**config.mk**
```make
export PLATFORM = sky130hd
export DESIGN_NAME = on_off_packet_scheduler_flat
export DESIGN_NICKNAME = d
export VERILOG_FILES = /design/src/rtl/oops_pkg.sv /design/src/rtl/oops_if.sv /design/src/rtl/on_off_packet_scheduler.sv /design/src/flat_wrapper.sv
export SDC_FILE = /design/constraint.sdc
export NUM_CORES = 2
export LEC_CHECK = 0
export BUFFER_PORTS_ARGS = -buffer_cell sky130_fd_sc_hd__buf_2
export CAP_MARGIN = 20
export CORE_MARGIN = 2
export CORE_UTILIZATION = 25
export CTS_BUF_LIST = sky130_fd_sc_hd__clkbuf_4 sky130_fd_sc_hd__clkbuf_8
export CTS_CLUSTER_SIZE = 24
export DETAILED_ROUTE_END_ITERATION = 12
export GPL_TIMING_DRIVEN = 0
export SKIP_LAST_GASP = 1
export SYNTH_ARGS = -nofsm -noshare
export SYNTH_HDL_FRONTEND = slang
export SYNTH_SLANG_ARGS = --single-unit
```
**constraint.sdc**
```tcl
create_clock -name clk_i -period 14.1 [get_ports clk_i]
set_input_delay 1.41 -clock clk_i [delete_from_list [all_inputs] [get_ports clk_i]]
set_output_delay 1.41 -clock clk_i [all_outputs]
set_load 0.01 [all_outputs]
```
**src/rtl/oops_pkg.sv**
```systemverilog
// Package for the on/off packet scheduler: field widths, time constants,
// register and opcode codes. No dependencies.
`timescale 1ns / 1ps

package oops_pkg;

  localparam int unsigned SecW      = 32;
  localparam int unsigned UsW       = 20;
  localparam int unsigned SizeW     = 16;
  localparam int unsigned CfgIdxW   = 3;
  localparam int unsigned CfgDataW  = 32;
  localparam int unsigned RemW      = 10;  // ns below one microsecond
  localparam int unsigned PerUsW    = 23;  // period in whole us, up to 4294967
  localparam int unsigned SpanSecW  = 13;  // span in whole seconds, up to 4294

  localparam int unsigned UsPerSec  = 1000000;
  localparam int unsigned NsPerUs   = 1000;
  localparam int unsigned UsMax     = UsPerSec - 1;
  localparam int unsigned SizeReset = 1522;

  // Reciprocals: x / 1000 = (x * MagicMs) >> ShiftMs, x / 10^6 = (x * MagicUs) >> ShiftUs,
  // exact for every 32-bit x.
  localparam int unsigned MagicW    = 31;
  localparam logic [MagicW-1:0] MagicMs = 31'd274877907;
  localparam int unsigned ShiftMs   = 38;
  localparam logic [MagicW-1:0] MagicUs = 31'd1125899907;
  localparam int unsigned ShiftUs   = 50;

  typedef enum logic [CfgIdxW-1:0] {
    REG_PERIOD_FIRST  = 3'd0,
    REG_PERIOD_SECOND = 3'd1,
    REG_SIZE_FIRST    = 3'd2,
    REG_SIZE_SECOND   = 3'd3,
    REG_SPAN_FIRST    = 3'd4,
    REG_SPAN_SECOND   = 3'd5
  } cfg_reg_e;

  typedef enum logic {
    OP_START   = 1'b0,
    OP_ADVANCE = 1'b1
  } op_e;

endpackage

```
**src/rtl/oops_if.sv**
```systemverilog
// Channel interfaces of the on/off packet scheduler: item, result and
// configuration write. Depends on oops_pkg.
`timescale 1ns / 1ps

interface oops_item_if import oops_pkg::*; ();
  logic            valid;
  logic            ready;
  logic            opcode;
  logic [SecW-1:0] base_sec;
  logic [UsW-1:0]  base_us;

  modport source (output valid, output opcode, output base_sec, output base_us, input ready);
  modport sink   (input valid, input opcode, input base_sec, input base_us, output ready);
endinterface

interface oops_result_if import oops_pkg::*; ();
  logic             valid;
  logic             ready;
  logic [SecW-1:0]  send_sec;
  logic [UsW-1:0]   send_us;
  logic [SizeW-1:0] packet_size;
  logic             phase;

  modport source (output valid, output send_sec, output send_us, output packet_size,
                  output phase, input ready);
  modport sink   (input valid, input send_sec, input send_us, input packet_size,
                  input phase, output ready);
endinterface

interface oops_cfg_if import oops_pkg::*; ();
  logic                valid;
  logic                ready;
  logic [CfgIdxW-1:0]  index;
  logic [CfgDataW-1:0] data;

  modport source (output valid, output index, output data, input ready);
  modport sink   (input valid, input index, input data, output ready);
endinterface

```
**src/rtl/on_off_packet_scheduler.sv**
```systemverilog
// Channel  | Dir | Handshake          | Payload
// in_i     | in  | valid/ready        | opcode, base_sec, base_us
// out_o    | out | valid/ready        | send_sec, send_us, packet_size, phase
// cfg_i    | in  | valid/ready        | index, data (register write)
//
// One item per cycle unless stalled; its result shows in the cycle after it is taken.
// The schedule state is updated in the same cycle, so the next item follows at once.
// A write to a period or span register splits it into whole us / seconds plus remainder
// in the reciprocal-multiply pipeline d1..d3; both ready lines stay low meanwhile.
// Items are taken with no write offered and the result register empty or being drained.
// Reset clears the schedule, the derived periods and spans, and sets sizes to 1522.
// Depends on oops_pkg and oops_if.
`timescale 1ns / 1ps

module on_off_packet_scheduler import oops_pkg::*; (
  input  logic          clk_i,
  input  logic          rst_ni,
  oops_item_if.sink     in_i,
  oops_result_if.source out_o,
  oops_cfg_if.sink      cfg_i
);

  // Configuration, kept in split form
  logic [PerUsW-1:0]   p1_us_q, p2_us_q;
  logic [RemW-1:0]     p1_rem_q, p2_rem_q;
  logic [SpanSecW-1:0] s1_sec_q, s2_sec_q;
  logic [UsW-1:0]      s1_us_q, s2_us_q;
  logic [SizeW-1:0]    size1_q, size2_q;

  // Derivation pipeline
  logic                  d1_vld_q, d2_vld_q, d3_vld_q;
  cfg_reg_e              d1_idx_q, d2_idx_q, d3_idx_q;
  logic [CfgDataW-1:0]   d1_val_q, d2_val_q, d3_val_q;
  logic [CfgDataW+MagicW-1:0] d2_prod_q;
  logic [PerUsW-1:0]     d3_quo_q;
  logic [CfgDataW-1:0]   d3_qc_q;
  logic                  d1_span, d2_span;
  logic [MagicW-1:0]     d1_magic;
  logic [PerUsW-1:0]     d2_quo;
  logic [UsW-1:0]        d2_div;
  logic [PerUsW+UsW-1:0] d2_qc;
  logic [CfgDataW-1:0]   d3_rem;
  logic                  busy;
  logic                  cfg_acc, cfg_derive;

  // Schedule state
  logic [SecW-1:0] next_sec_q, next_sec_d;
  logic [UsW-1:0]  next_us_q, next_us_d;
  logic [RemW-1:0] next_rem_q, next_rem_d;
  logic [SecW-1:0] ps_sec_q, ps_sec_d;
  logic [UsW-1:0]  ps_us_q, ps_us_d;
  logic [SecW-1:0] dsec_q, dsec_d;  // next_sec - ps_sec, wrapped
  logic            in_second_q, in_second_d;

  // Result register
  logic             out_vld_q;
  logic [SecW-1:0]  out_sec_q;
  logic [UsW-1:0]   out_us_q;
  logic [SizeW-1:0] out_size_q;
  logic             out_phase_q;

  // Step datapath
  logic                in_acc, is_start, adv_second;
  logic [PerUsW-1:0]   per_us;
  logic [RemW-1:0]     per_rem;
  logic                per_zero;
  logic [SpanSecW-1:0] spn_sec;
  logic [UsW-1:0]      spn_us;
  logic                spn_zero;
  logic [UsW-1:0]      base_us_sat;
  logic [RemW:0]       rem_sum;
  logic                rem_c;
  logic [RemW-1:0]     rem_new;
  logic [PerUsW-1:0]   us_sum;
  logic [2:0]          sec_c;
  logic [UsW-1:0]      us_new;
  logic [SecW-1:0]     sec_new, dsec_new, el_sec;
  logic                us_lt;
  logic [UsW-1:0]      el_us;
  logic                past;
  logic [SecW-1:0]     j_base_sec, j_sec;
  logic [UsW-1:0]      j_base_us, j_us;
  logic [UsW:0]        j_sum;
  logic                j_c;
  logic                do_jump;

  // ---------------- handshakes ----------------
  assign busy        = d1_vld_q || d2_vld_q || d3_vld_q;
  assign cfg_i.ready = !busy;
  assign cfg_acc     = cfg_i.valid && cfg_i.ready;
  assign in_i.ready  = !busy && !cfg_i.valid && (!out_vld_q || out_o.ready);
  assign in_acc      = in_i.valid && in_i.ready;

  assign cfg_derive = cfg_acc && (cfg_i.index == REG_PERIOD_FIRST ||
                                  cfg_i.index == REG_PERIOD_SECOND ||
                                  cfg_i.index == REG_SPAN_FIRST ||
                                  cfg_i.index == REG_SPAN_SECOND);

  // ---------------- configuration split ----------------
  always_comb begin
    d1_span  = d1_idx_q == REG_SPAN_FIRST || d1_idx_q == REG_SPAN_SECOND;
    d2_span  = d2_idx_q == REG_SPAN_FIRST || d2_idx_q == REG_SPAN_SECOND;
    d1_magic = d1_span ? MagicUs : MagicMs;
    d2_quo   = d2_span ? PerUsW'(d2_prod_q[ShiftUs+SpanSecW-1:ShiftUs])
                       : d2_prod_q[ShiftMs+PerUsW-1:ShiftMs];
    d2_div   = d2_span ? UsW'(UsPerSec) : UsW'(NsPerUs);
    d2_qc    = (PerUsW+UsW)'(d2_quo) * (PerUsW+UsW)'(d2_div);
    d3_rem   = d3_val_q - d3_qc_q;
  end

  always_ff @(posedge clk_i or negedge rst_ni) begin
    if (!rst_ni) begin
      d1_vld_q <= 1'b0;
      d2_vld_q <= 1'b0;
      d3_vld_q <= 1'b0;
    end else begin
      d1_vld_q <= cfg_derive;
      d2_vld_q <= d1_vld_q;
      d3_vld_q <= d2_vld_q;
    end
  end

  always_ff @(posedge clk_i) begin
    if (cfg_derive) begin
      d1_idx_q <= cfg_reg_e'(cfg_i.index);
      d1_val_q <= cfg_i.data;
    end
    d2_idx_q  <= d1_idx_q;
    d2_val_q  <= d1_val_q;
    d2_prod_q <= (CfgDataW+MagicW)'(d1_val_q) * (CfgDataW+MagicW)'(d1_magic);
    d3_idx_q  <= d2_idx_q;
    d3_val_q  <= d2_val_q;
    d3_quo_q  <= d2_quo;
    d3_qc_q   <= d2_qc[CfgDataW-1:0];
  end

  always_ff @(posedge clk_i or negedge rst_ni) begin
    if (!rst_ni) begin
      p1_us_q  <= '0;
      p1_rem_q <= '0;
      p2_us_q  <= '0;
      p2_rem_q <= '0;
      s1_sec_q <= '0;
      s1_us_q  <= '0;
      s2_sec_q <= '0;
      s2_us_q  <= '0;
      size1_q  <= SizeW'(SizeReset);
      size2_q  <= SizeW'(SizeReset);
    end else begin
      if (cfg_acc) begin
        unique case (cfg_i.index)
          REG_SIZE_FIRST:  size1_q <= cfg_i.data[SizeW-1:0];
          REG_SIZE_SECOND: size2_q <= cfg_i.data[SizeW-1:0];
          default: ;
        endcase
      end
      if (d3_vld_q) begin
        unique case (d3_idx_q)
          REG_PERIOD_FIRST: begin
            p1_us_q  <= d3_quo_q;
            p1_rem_q <= d3_rem[RemW-1:0];
          end
          REG_PERIOD_SECOND: begin
            p2_us_q  <= d3_quo_q;
            p2_rem_q <= d3_rem[RemW-1:0];
          end
          REG_SPAN_FIRST: begin
            s1_sec_q <= d3_quo_q[SpanSecW-1:0];
            s1_us_q  <= d3_rem[UsW-1:0];
          end
          REG_SPAN_SECOND: begin
            s2_sec_q <= d3_quo_q[SpanSecW-1:0];
            s2_us_q  <= d3_rem[UsW-1:0];
          end
          default: ;
        endcase
      end
    end
  end

  // ---------------- schedule step ----------------
  always_comb begin
    is_start   = in_i.opcode == OP_START;
    adv_second = !is_start && in_second_q;
    per_us     = adv_second ? p2_us_q  : p1_us_q;
    per_rem    = adv_second ? p2_rem_q : p1_rem_q;
    per_zero   = per_us == '0 && per_rem == '0;
    spn_sec    = adv_second ? s2_sec_q : s1_sec_q;
    spn_us     = adv_second ? s2_us_q  : s1_us_q;
    spn_zero   = spn_sec == '0 && spn_us == '0;
    base_us_sat = (in_i.base_us > UsW'(UsMax)) ? UsW'(UsMax) : in_i.base_us;

    // advance by one period: ns remainder, then microseconds, then seconds
    rem_sum = (RemW+1)'(next_rem_q) + (RemW+1)'(per_rem);
    rem_c   = rem_sum >= (RemW+1)'(NsPerUs);
    rem_new = rem_c ? RemW'(rem_sum - (RemW+1)'(NsPerUs)) : rem_sum[RemW-1:0];
    us_sum  = PerUsW'(next_us_q) + per_us + PerUsW'(rem_c);
    priority if (us_sum >= PerUsW'(5 * UsPerSec)) begin
      sec_c  = 3'd5;
      us_new = UsW'(us_sum - PerUsW'(5 * UsPerSec));
    end else if (us_sum >= PerUsW'(4 * UsPerSec)) begin
      sec_c  = 3'd4;
      us_new = UsW'(us_sum - PerUsW'(4 * UsPerSec));
    end else if (us_sum >= PerUsW'(3 * UsPerSec)) begin
      sec_c  = 3'd3;
      us_new = UsW'(us_sum - PerUsW'(3 * UsPerSec));
    end else if (us_sum >= PerUsW'(2 * UsPerSec)) begin
      sec_c  = 3'd2;
      us_new = UsW'(us_sum - PerUsW'(2 * UsPerSec));
    end else if (us_sum >= PerUsW'(UsPerSec)) begin
      sec_c  = 3'd1;
      us_new = UsW'(us_sum - PerUsW'(UsPerSec));
    end else begin
      sec_c  = 3'd0;
      us_new = us_sum[UsW-1:0];
    end
    sec_new  = next_sec_q + SecW'(sec_c);
    dsec_new = dsec_q + SecW'(sec_c);

    // elapsed time since phase start as (seconds, us), borrowing one second if needed;
    // a send time before the phase start counts as past the span
    us_lt  = us_new < ps_us_q;
    el_sec = dsec_new - SecW'(us_lt);
    el_us  = us_lt ? UsW'((UsW+1)'(us_new) + (UsW+1)'(UsPerSec) - (UsW+1)'(ps_us_q))
                   : us_new - ps_us_q;
    past   = (dsec_new == '0 && us_lt) || (el_sec > SecW'(spn_sec)) ||
             (el_sec == SecW'(spn_sec) && el_us > spn_us);

    // phase jump: move the phase start forward by the span
    j_base_sec = is_start ? in_i.base_sec : ps_sec_q;
    j_base_us  = is_start ? base_us_sat : ps_us_q;
    j_sum      = (UsW+1)'(j_base_us) + (UsW+1)'(spn_us);
    j_c        = j_sum >= (UsW+1)'(UsPerSec);
    j_us       = j_c ? UsW'(j_sum - (UsW+1)'(UsPerSec)) : j_sum[UsW-1:0];
    j_sec      = j_base_sec + SecW'(spn_sec) + SecW'(j_c);

    do_jump = per_zero || (!is_start && past && !(adv_second && spn_zero));

    if (do_jump) begin
      next_sec_d  = j_sec;
      next_us_d   = j_us;
      next_rem_d  = '0;
      ps_sec_d    = j_sec;
      ps_us_d     = j_us;
      dsec_d      = '0;
      in_second_d = !adv_second;
    end else if (is_start) begin
      next_sec_d  = in_i.base_sec;
      next_us_d   = base_us_sat;
      next_rem_d  = '0;
      ps_sec_d    = in_i.base_sec;
      ps_us_d     = base_us_sat;
      dsec_d      = '0;
      in_second_d = 1'b0;
    end else begin
      next_sec_d  = sec_new;
      next_us_d   = us_new;
      next_rem_d  = rem_new;
      ps_sec_d    = ps_sec_q;
      ps_us_d     = ps_us_q;
      dsec_d      = dsec_new;
      in_second_d = in_second_q;
    end
  end

  always_ff @(posedge clk_i or negedge rst_ni) begin
    if (!rst_ni) begin
      next_sec_q  <= '0;
      next_us_q   <= '0;
      next_rem_q  <= '0;
      ps_sec_q    <= '0;
      ps_us_q     <= '0;
      dsec_q      <= '0;
      in_second_q <= 1'b0;
    end else if (in_acc) begin
      next_sec_q  <= next_sec_d;
      next_us_q   <= next_us_d;
      next_rem_q  <= next_rem_d;
      ps_sec_q    <= ps_sec_d;
      ps_us_q     <= ps_us_d;
      dsec_q      <= dsec_d;
      in_second_q <= in_second_d;
    end
  end

  // ---------------- result register ----------------
  always_ff @(posedge clk_i or negedge rst_ni) begin
    if (!rst_ni) begin
      out_vld_q <= 1'b0;
    end else if (in_acc) begin
      out_vld_q <= 1'b1;
    end else if (out_o.ready) begin
      out_vld_q <= 1'b0;
    end
  end

  always_ff @(posedge clk_i) begin
    if (in_acc) begin
      out_sec_q   <= next_sec_d;
      out_us_q    <= next_us_d;
      out_size_q  <= in_second_d ? size2_q : size1_q;
      out_phase_q <= in_second_d;
    end
  end

  assign out_o.valid       = out_vld_q;
  assign out_o.send_sec    = out_sec_q;
  assign out_o.send_us     = out_us_q;
  assign out_o.packet_size = out_size_q;
  assign out_o.phase       = out_phase_q;

endmodule

```
**src/flat_wrapper.sv**
```systemverilog
// flat-port wrapper written by rule: the top's interface ports become plain ports
module on_off_packet_scheduler_flat import oops_pkg::*;
  (clk_i, rst_ni, in_i_valid, in_i_opcode, in_i_base_sec, in_i_base_us, in_i_ready, out_o_valid, out_o_send_sec, out_o_send_us, out_o_packet_size, out_o_phase, out_o_ready, cfg_i_valid, cfg_i_index, cfg_i_data, cfg_i_ready);
  oops_item_if in_i_i ();
  oops_result_if out_o_i ();
  oops_cfg_if cfg_i_i ();
  input  logic clk_i;
  input  logic rst_ni;
  input wire logic [$bits(in_i_i.valid)-1:0] in_i_valid;
  input wire logic [$bits(in_i_i.opcode)-1:0] in_i_opcode;
  input wire logic [$bits(in_i_i.base_sec)-1:0] in_i_base_sec;
  input wire logic [$bits(in_i_i.base_us)-1:0] in_i_base_us;
  output wire logic [$bits(in_i_i.ready)-1:0] in_i_ready;
  output wire logic [$bits(out_o_i.valid)-1:0] out_o_valid;
  output wire logic [$bits(out_o_i.send_sec)-1:0] out_o_send_sec;
  output wire logic [$bits(out_o_i.send_us)-1:0] out_o_send_us;
  output wire logic [$bits(out_o_i.packet_size)-1:0] out_o_packet_size;
  output wire logic [$bits(out_o_i.phase)-1:0] out_o_phase;
  input wire logic [$bits(out_o_i.ready)-1:0] out_o_ready;
  input wire logic [$bits(cfg_i_i.valid)-1:0] cfg_i_valid;
  input wire logic [$bits(cfg_i_i.index)-1:0] cfg_i_index;
  input wire logic [$bits(cfg_i_i.data)-1:0] cfg_i_data;
  output wire logic [$bits(cfg_i_i.ready)-1:0] cfg_i_ready;
  assign in_i_i.valid = in_i_valid;
  assign in_i_i.opcode = in_i_opcode;
  assign in_i_i.base_sec = in_i_base_sec;
  assign in_i_i.base_us = in_i_base_us;
  assign in_i_ready = in_i_i.ready;
  assign out_o_valid = out_o_i.valid;
  assign out_o_send_sec = out_o_i.send_sec;
  assign out_o_send_us = out_o_i.send_us;
  assign out_o_packet_size = out_o_i.packet_size;
  assign out_o_phase = out_o_i.phase;
  assign out_o_i.ready = out_o_ready;
  assign cfg_i_i.valid = cfg_i_valid;
  assign cfg_i_i.index = cfg_i_index;
  assign cfg_i_i.data = cfg_i_data;
  assign cfg_i_ready = cfg_i_i.ready;
  on_off_packet_scheduler u_core (.clk_i(clk_i), .rst_ni(rst_ni), .in_i(in_i_i), .out_o(out_o_i), .cfg_i(cfg_i_i));
endmodule
```
# [After elaboration in Yosys (flattened, before gate mapping)]
# Index checks and enable logic that the tools add are counted.
# W data, S select, Z words.
[classes] magnitude_cmp=11 eq_ne=13 n_reduce_logical=43 n_mul=2 add_sub_neg=20 n_mux=38
[op_table] cell="$mux W20" n=14
[op_table] cell="$mux W32" n=6
[op_table] cell="$sub A20 B20 Y20 const B" n=6
[op_table] cell="$add A32 B3 Y32" n=2
[op_table] cell="$mul A32 B31 Y63" n=1
[op_table] cell="$sub A20 B20 Y20" n=3
[op_table] cell="$ge A23 B22 Y1 const B" n=2
[op_table] cell="$mux W23" n=2
[op_table] cell="$mux W10" n=4
[op_table] cell="$add A32 B1 Y32" n=1
[op_table] cell="$add A32 B13 Y32" n=1
[op_table] cell="$eq A32 B13 Y1" n=1
[op_table] cell="$gt A32 B13 Y1" n=1
[op_table] cell="$logic_not A32 Y1" n=1
[op_table] cell="$sub A32 B1 Y32" n=1
[op_table] cell="$mux W31" n=1
[op_table] cell="$eq A3 B3 Y1 const B" n=8
[op_table] cell="$add A20 B23 Y23" n=1
[op_table] cell="$add A23 B1 Y23" n=1
[op_table] cell="$ge A23 B20 Y1 const B" n=1
[op_table] cell="$ge A23 B21 Y1 const B" n=1
[op_table] cell="$ge A23 B23 Y1 const B" n=1
[op_table] cell="$logic_not A23 Y1" n=1
[op_table] cell="$mul A23 B20 Y20" n=1
[op_table] cell="24 further kinds" n=65
[word_totals] input_bits=93 output_inout_bits=72 regBits=571 wordCells=161

# [Depth between registers and ports, before layout]
[logic_depth] word_depth=22 depth_mapped=70 ltp_nobuf=64

# [Worst setup path after synthesis]
# Ideal clock, no wire load.
[synth_timing] path_type="input port to flip-flop" startpoint="in in_i_opcode" endpoint="reg u_core.out_size_q[10] (netlist: u_core.out_o.packet_size[10]) (data pin)" path_slack_ns=-0.517 required_time_ns=13.840 setup_ns=0.260 cell_stages=65 path_buffers=5 t_arrival_ns=14.357 path_cell_list="and2_1 -> buf_1 -> mux2_2 -> ha_1 -> fa_1 -> a21o_1 -> a21oi_1 -> o21bai_1 -> a21oi_1 -> o21bai_1 -> a21oi_1 -> nor2b_1 -> o21ai_0 -> nand2b_1 -> a31o_2 -> inv_1 -> fa_1 -> inv_1 -> [... 29 more ...] -> nor2_1 -> o21ai_0 -> a211oi_2 -> a21o_1 -> o31ai_1 -> o21ai_0 -> xnor2_1 -> ha_1 -> nand3_1 -> nor4_1 -> o31ai_1 -> a21oi_1 -> a211oi_1 -> or4_4 -> o41ai_4 -> xnor2_2 -> buf_2 -> mux2_2"
[synth_via] elab_chain_len=22 word_cells_on_any_way=59 classes_between="13 x add/sub; 9 x order compare; 1 x eq/ne; 18 x mux; 18 x reduce/logical"
[synth_rtl] element="start: declaration" line_no="flat_wrapper.sv:10" rtl="input wire logic [$bits(in_i_i.opcode)-1:0] in_i_opcode;"
[synth_rtl] element="parallel branches: the longest is 20 deep, another holds $add A32 B3 Y32"
[synth_rtl] element="$mux W1 *" line_no="on_off_packet_scheduler.sv:239" rtl="if (do_jump) begin"
[synth_rtl] element="net u_core.in_second_d" line_no="on_off_packet_scheduler.sv:53" rtl="logic in_second_q, in_second_d;"
[synth_rtl] element="$mux W16 *" line_no="on_off_packet_scheduler.sv:301" rtl="out_size_q <= in_second_d ? size2_q : size1_q;"
[synth_rtl] element="end signal: assignment" line_no="on_off_packet_scheduler.sv:301"
[synth_rtl] element="end: declaration" line_no="on_off_packet_scheduler.sv:59" rtl="logic [SizeW-1:0] out_size_q;"
# Mark *: on every way through the listed nets, which the timed path passes.
# A chain may end at the register's enable or synchronous reset.

# [Final worst setup path]
[layout_timing] startpoint="in in_i_opcode" endpoint="reg u_core.out_sec_q[27] (netlist: u_core.out_o.send_sec[27]) (data pin)"
[layout_via] elab_chain_len=21 word_cells_on_any_way=64 classes_between="17 x add/sub; 10 x order compare; 1 x eq/ne; 19 x mux; 17 x reduce/logical"
[layout_rtl] element="parallel branches: the longest is 20 deep, another holds $add A32 B3 Y32"
[layout_rtl] element="$mux W32 *" line_no="on_off_packet_scheduler.sv:239"
[layout_rtl] element="net u_core.next_sec_d[27]" line_no="on_off_packet_scheduler.sv:47" rtl="logic [SecW-1:0] next_sec_q, next_sec_d;"
[layout_rtl] element="end signal: assignment" line_no="on_off_packet_scheduler.sv:299" rtl="out_sec_q <= next_sec_d;"
[layout_rtl] element="end: declaration" line_no="on_off_packet_scheduler.sv:57" rtl="logic [SecW-1:0] out_sec_q;"
# Marks and branches as above.

==> metrics.txt <==
WHS Endpoint=u_core.d3_val_q[15]$_DFF_P_; MaxCap Viol Count=0; # setup viols final=0; arrival time at the worst endpoint=about 15000 ps; critical path type=primary input to register; most common cell after layout, fill and taps aside=inv_1; Tot GR Track Use=around 16%; Post-synth EDFFs=between 100 and 150; DP Wirelength=~150 mm; area leader, netlist=fa_1; fin nets=around 7800; YS warnings=0; hold slack=about 320 ps; worst-margin pin slew=between 1000 and 1500 ps; post-synth cell types=99; outcome=finished, final reports clean; WHS Path Cells=0; vias post-DR=around 45000; Syn Inst Count=between 5000 and 6000; class of the worst hold path=register to register; worst skew pair latency=approximately 890 ps; via/cell ratio=around 4.8; die area=230000 µm²; TritonCTS buffer count=98; routed len/inst=approximately 20 µm; DR iter-0 viols=4274; layout cells sized above 1=14.4%; Clock Tree Buf Depth=3; CTS tree=done; top post-synthesis cells by area=fa_1, ha_1, dfrtp_1; Row Count=between 150 and 200; most used cell, CP=a21oi_2; number of antenna violations at the first check in global routing=12; CP max-delay cell=o41a_4; max-slew violations=0; Critical R2R Launch=u_core.in_second_q$_DFFE_PN0P_; Tmin final=13920 ps; Final Hold Violating Endpoints=0; Worst Path Max Fanout=9; final antenna-violating net count=0; commonest non-fill, non-tap cells in the layout=inv_1, ha_1, nand2_1; Max Freq=~72 MHz; Syn-to-layout area delta=17.3%; Die H=479 µm; H-tree levels=3; Core ar.=around 220000 µm²; DRT Wirelength=approximately 190 mm; Worst Hold Launch=u_core.d2_val_q[15]$_DFF_P_; Pre-antenna DRT Iters=7; clock skew=about 120 ps; setup TNS=0 ps; die width=479 µm; Reg2Reg Setup Slack=roughly 460 ps; RR Endpoint=u_core.out_o.send_sec[27]$_DFFE_PP_; register area share after synthesis=between 20% and 30%; Post-synth ARST share=between 50% and 60%; area of the mapped netlist=around 56000 µm²; port bufs=around 160; R2R cell count=68; Filler cells=roughly 24000; Worst-path clk slew=roughly 70 ps; Avg Synthesized Cell Area=approximately 9.5 µm²; Post-synth top flop=dfrtp_1; first-pass GRT wire length=283 mm; CP Launch Type=primary input; RD Place Congestion=0.935; final critical-path share of the clock period=a little over nine tenths; Synth top area share=between 20% and 30%; Seq cells post-synth=530; DR DRC count=0; clock sink count=530; Worst Setup End Kind=register; GRT overflow=0; slowest cell delay on critical path=approximately 580 ps; initial cell density of the core=between 20% and 30%; number of global-route vias before repair=approximately 46000; root buf cell=clkbuf_8; Critical Path RT=14810 ps; IO Pins=about 170; relative slew slack=between 10% and 20%; largest net degree at the start of global routing=113
[metrics by stage]
step                      worst slack [ps]  instances  util, %  cell area (µm²)
after global routing                  -127       9441     29.5            66200
after CTS                             7.75       9391     29.1            65300
after global placement               -6960       9137     27.3            61300
after detailed placement             -6110       9152     27.4            61500
after floorplan                       21.9       5981        -            56700
final                                  181       9445     29.5            66200
[kinds of logic (layout without fill, tap and decap cells)]
family,count (synthesis),count (layout),share of synthesized area (%)
AO/OA/AOI/OAI,1000,1000,11.4
other,2,65,0.0133
buffers and inverters,1162,1629,7.92
flip-flops,530,530,23.5
AND/OR/NAND/NOR,1404,1404,11.5
XOR/XNOR,282,282,4.40
multiplexers,238,238,4.58
adder cells (fa/ha/maj),1305,1305,36.7
[critical path: cells and delay by family]
family	cells	cell delay (ps)
AOI/OAI and AO/OA	29	6080
and+or+nand+nor	13	2100
adders and majority gates	7	1960
buffers and inverters	15	1950
xor gates and xnor gates	4	690
muxes	1	330
[per-layer routing]
layer  vias up  GRT usage (%)  share of wire (%)
met5         -              0             0.0069
met4         2           5.08                3.1
met3       352           2.54                7.7
met2      1864           25.6                 45
met1     22600           22.2                 44
li1      20600              -                  -
[final cells by class]
| cell class | count | area [µm²] | share of cell area [%] |
|---|---|---|---|
| clock inverters | 63 | 895 | 1.35 |
| flip-flops and latches | 530 | 13200 | 20.0 |
| diodes | 5 | 12.5 | 0.0189 |
| inverters | 919 | 3470 | 5.25 |
| multi-input cells | 4289 | 40100 | 60.6 |
| clock buffers | 123 | 1610 | 2.43 |
| repair buffers | 285 | 1970 | 2.97 |
| well taps | 2992 | 3740 | 5.65 |
| plain buffers | 239 | 1180 | 1.78 |
[cell usage after synthesis (all sizes together), types with 10 or more instances]
cell type	n
nand2b	22
inv	919
and3	32
mux2	162
nor2	191
o21ai	266
a31oi	44
nor2b	35
o21bai	36
o21a	28
xor2	94
fa	586
a21boi	12
o22ai	17
ha	719
and2	47
nand2	698
or2	27
and4	14
a211oi	31
nand3	97
xnor2	188
buf	61
o211ai	30
or3	22
o221ai	10
a21oi	251
edfxtp	104
dfstp	14
a21o	95
nand4	47
a211o	14
nor4	35
o31ai	43
mux2i	76
dfxtp	111
dfrtp	301
clkbuf	182
nand3b	35
nor3	76
[registers in the layout, indices dropped and copies added, names as in the netlist, 23 cells and up]
register and cells:
u_core.d2_prod_q 25, u_core.next_sec_q 32, u_core.p2_us_q 23, u_core.d1_val_q 32, u_core.ps_sec_q 32, u_core.p1_us_q 23, u_core.d3_quo_q 23, u_core.dsec_q 32
u_core.out_o.send_sec 32
[timing repair]
item	in CTS	in global routing
endpoints found under the setup margin	216	216
setup buffers	55	47
pin swaps	42	75
gates resized for setup	199	113
gates cloned	1	2
endpoints found under the hold margin	0	0
hold buffers	0	0
[how the worst max path moves through the flow]
stage                startpoint                                      to  slack (ps)  cells past startpoint
CTS                 in_i_opcode     u_core.out_o.send_sec[13]$_DFFE_PP_           8                     71
floorplan           in_i_opcode  u_core.out_o.packet_size[10]$_DFFE_PP_          20                     65
global placement    in_i_opcode        u_core.next_us_q[11]$_DFFE_PN0P_       -6960                     64
finish              in_i_opcode     u_core.out_o.send_sec[27]$_DFFE_PP_         180                     69
detailed placement  in_i_opcode        u_core.next_us_q[11]$_DFFE_PN0P_       -6110                     67
global route        in_i_opcode       u_core.next_sec_q[29]$_DFFE_PN0P_        -130                     69
Power is left out: the tool's default activity adds up to more than one toggle a clock period on the data nets, which glitch-free logic cannot reach.
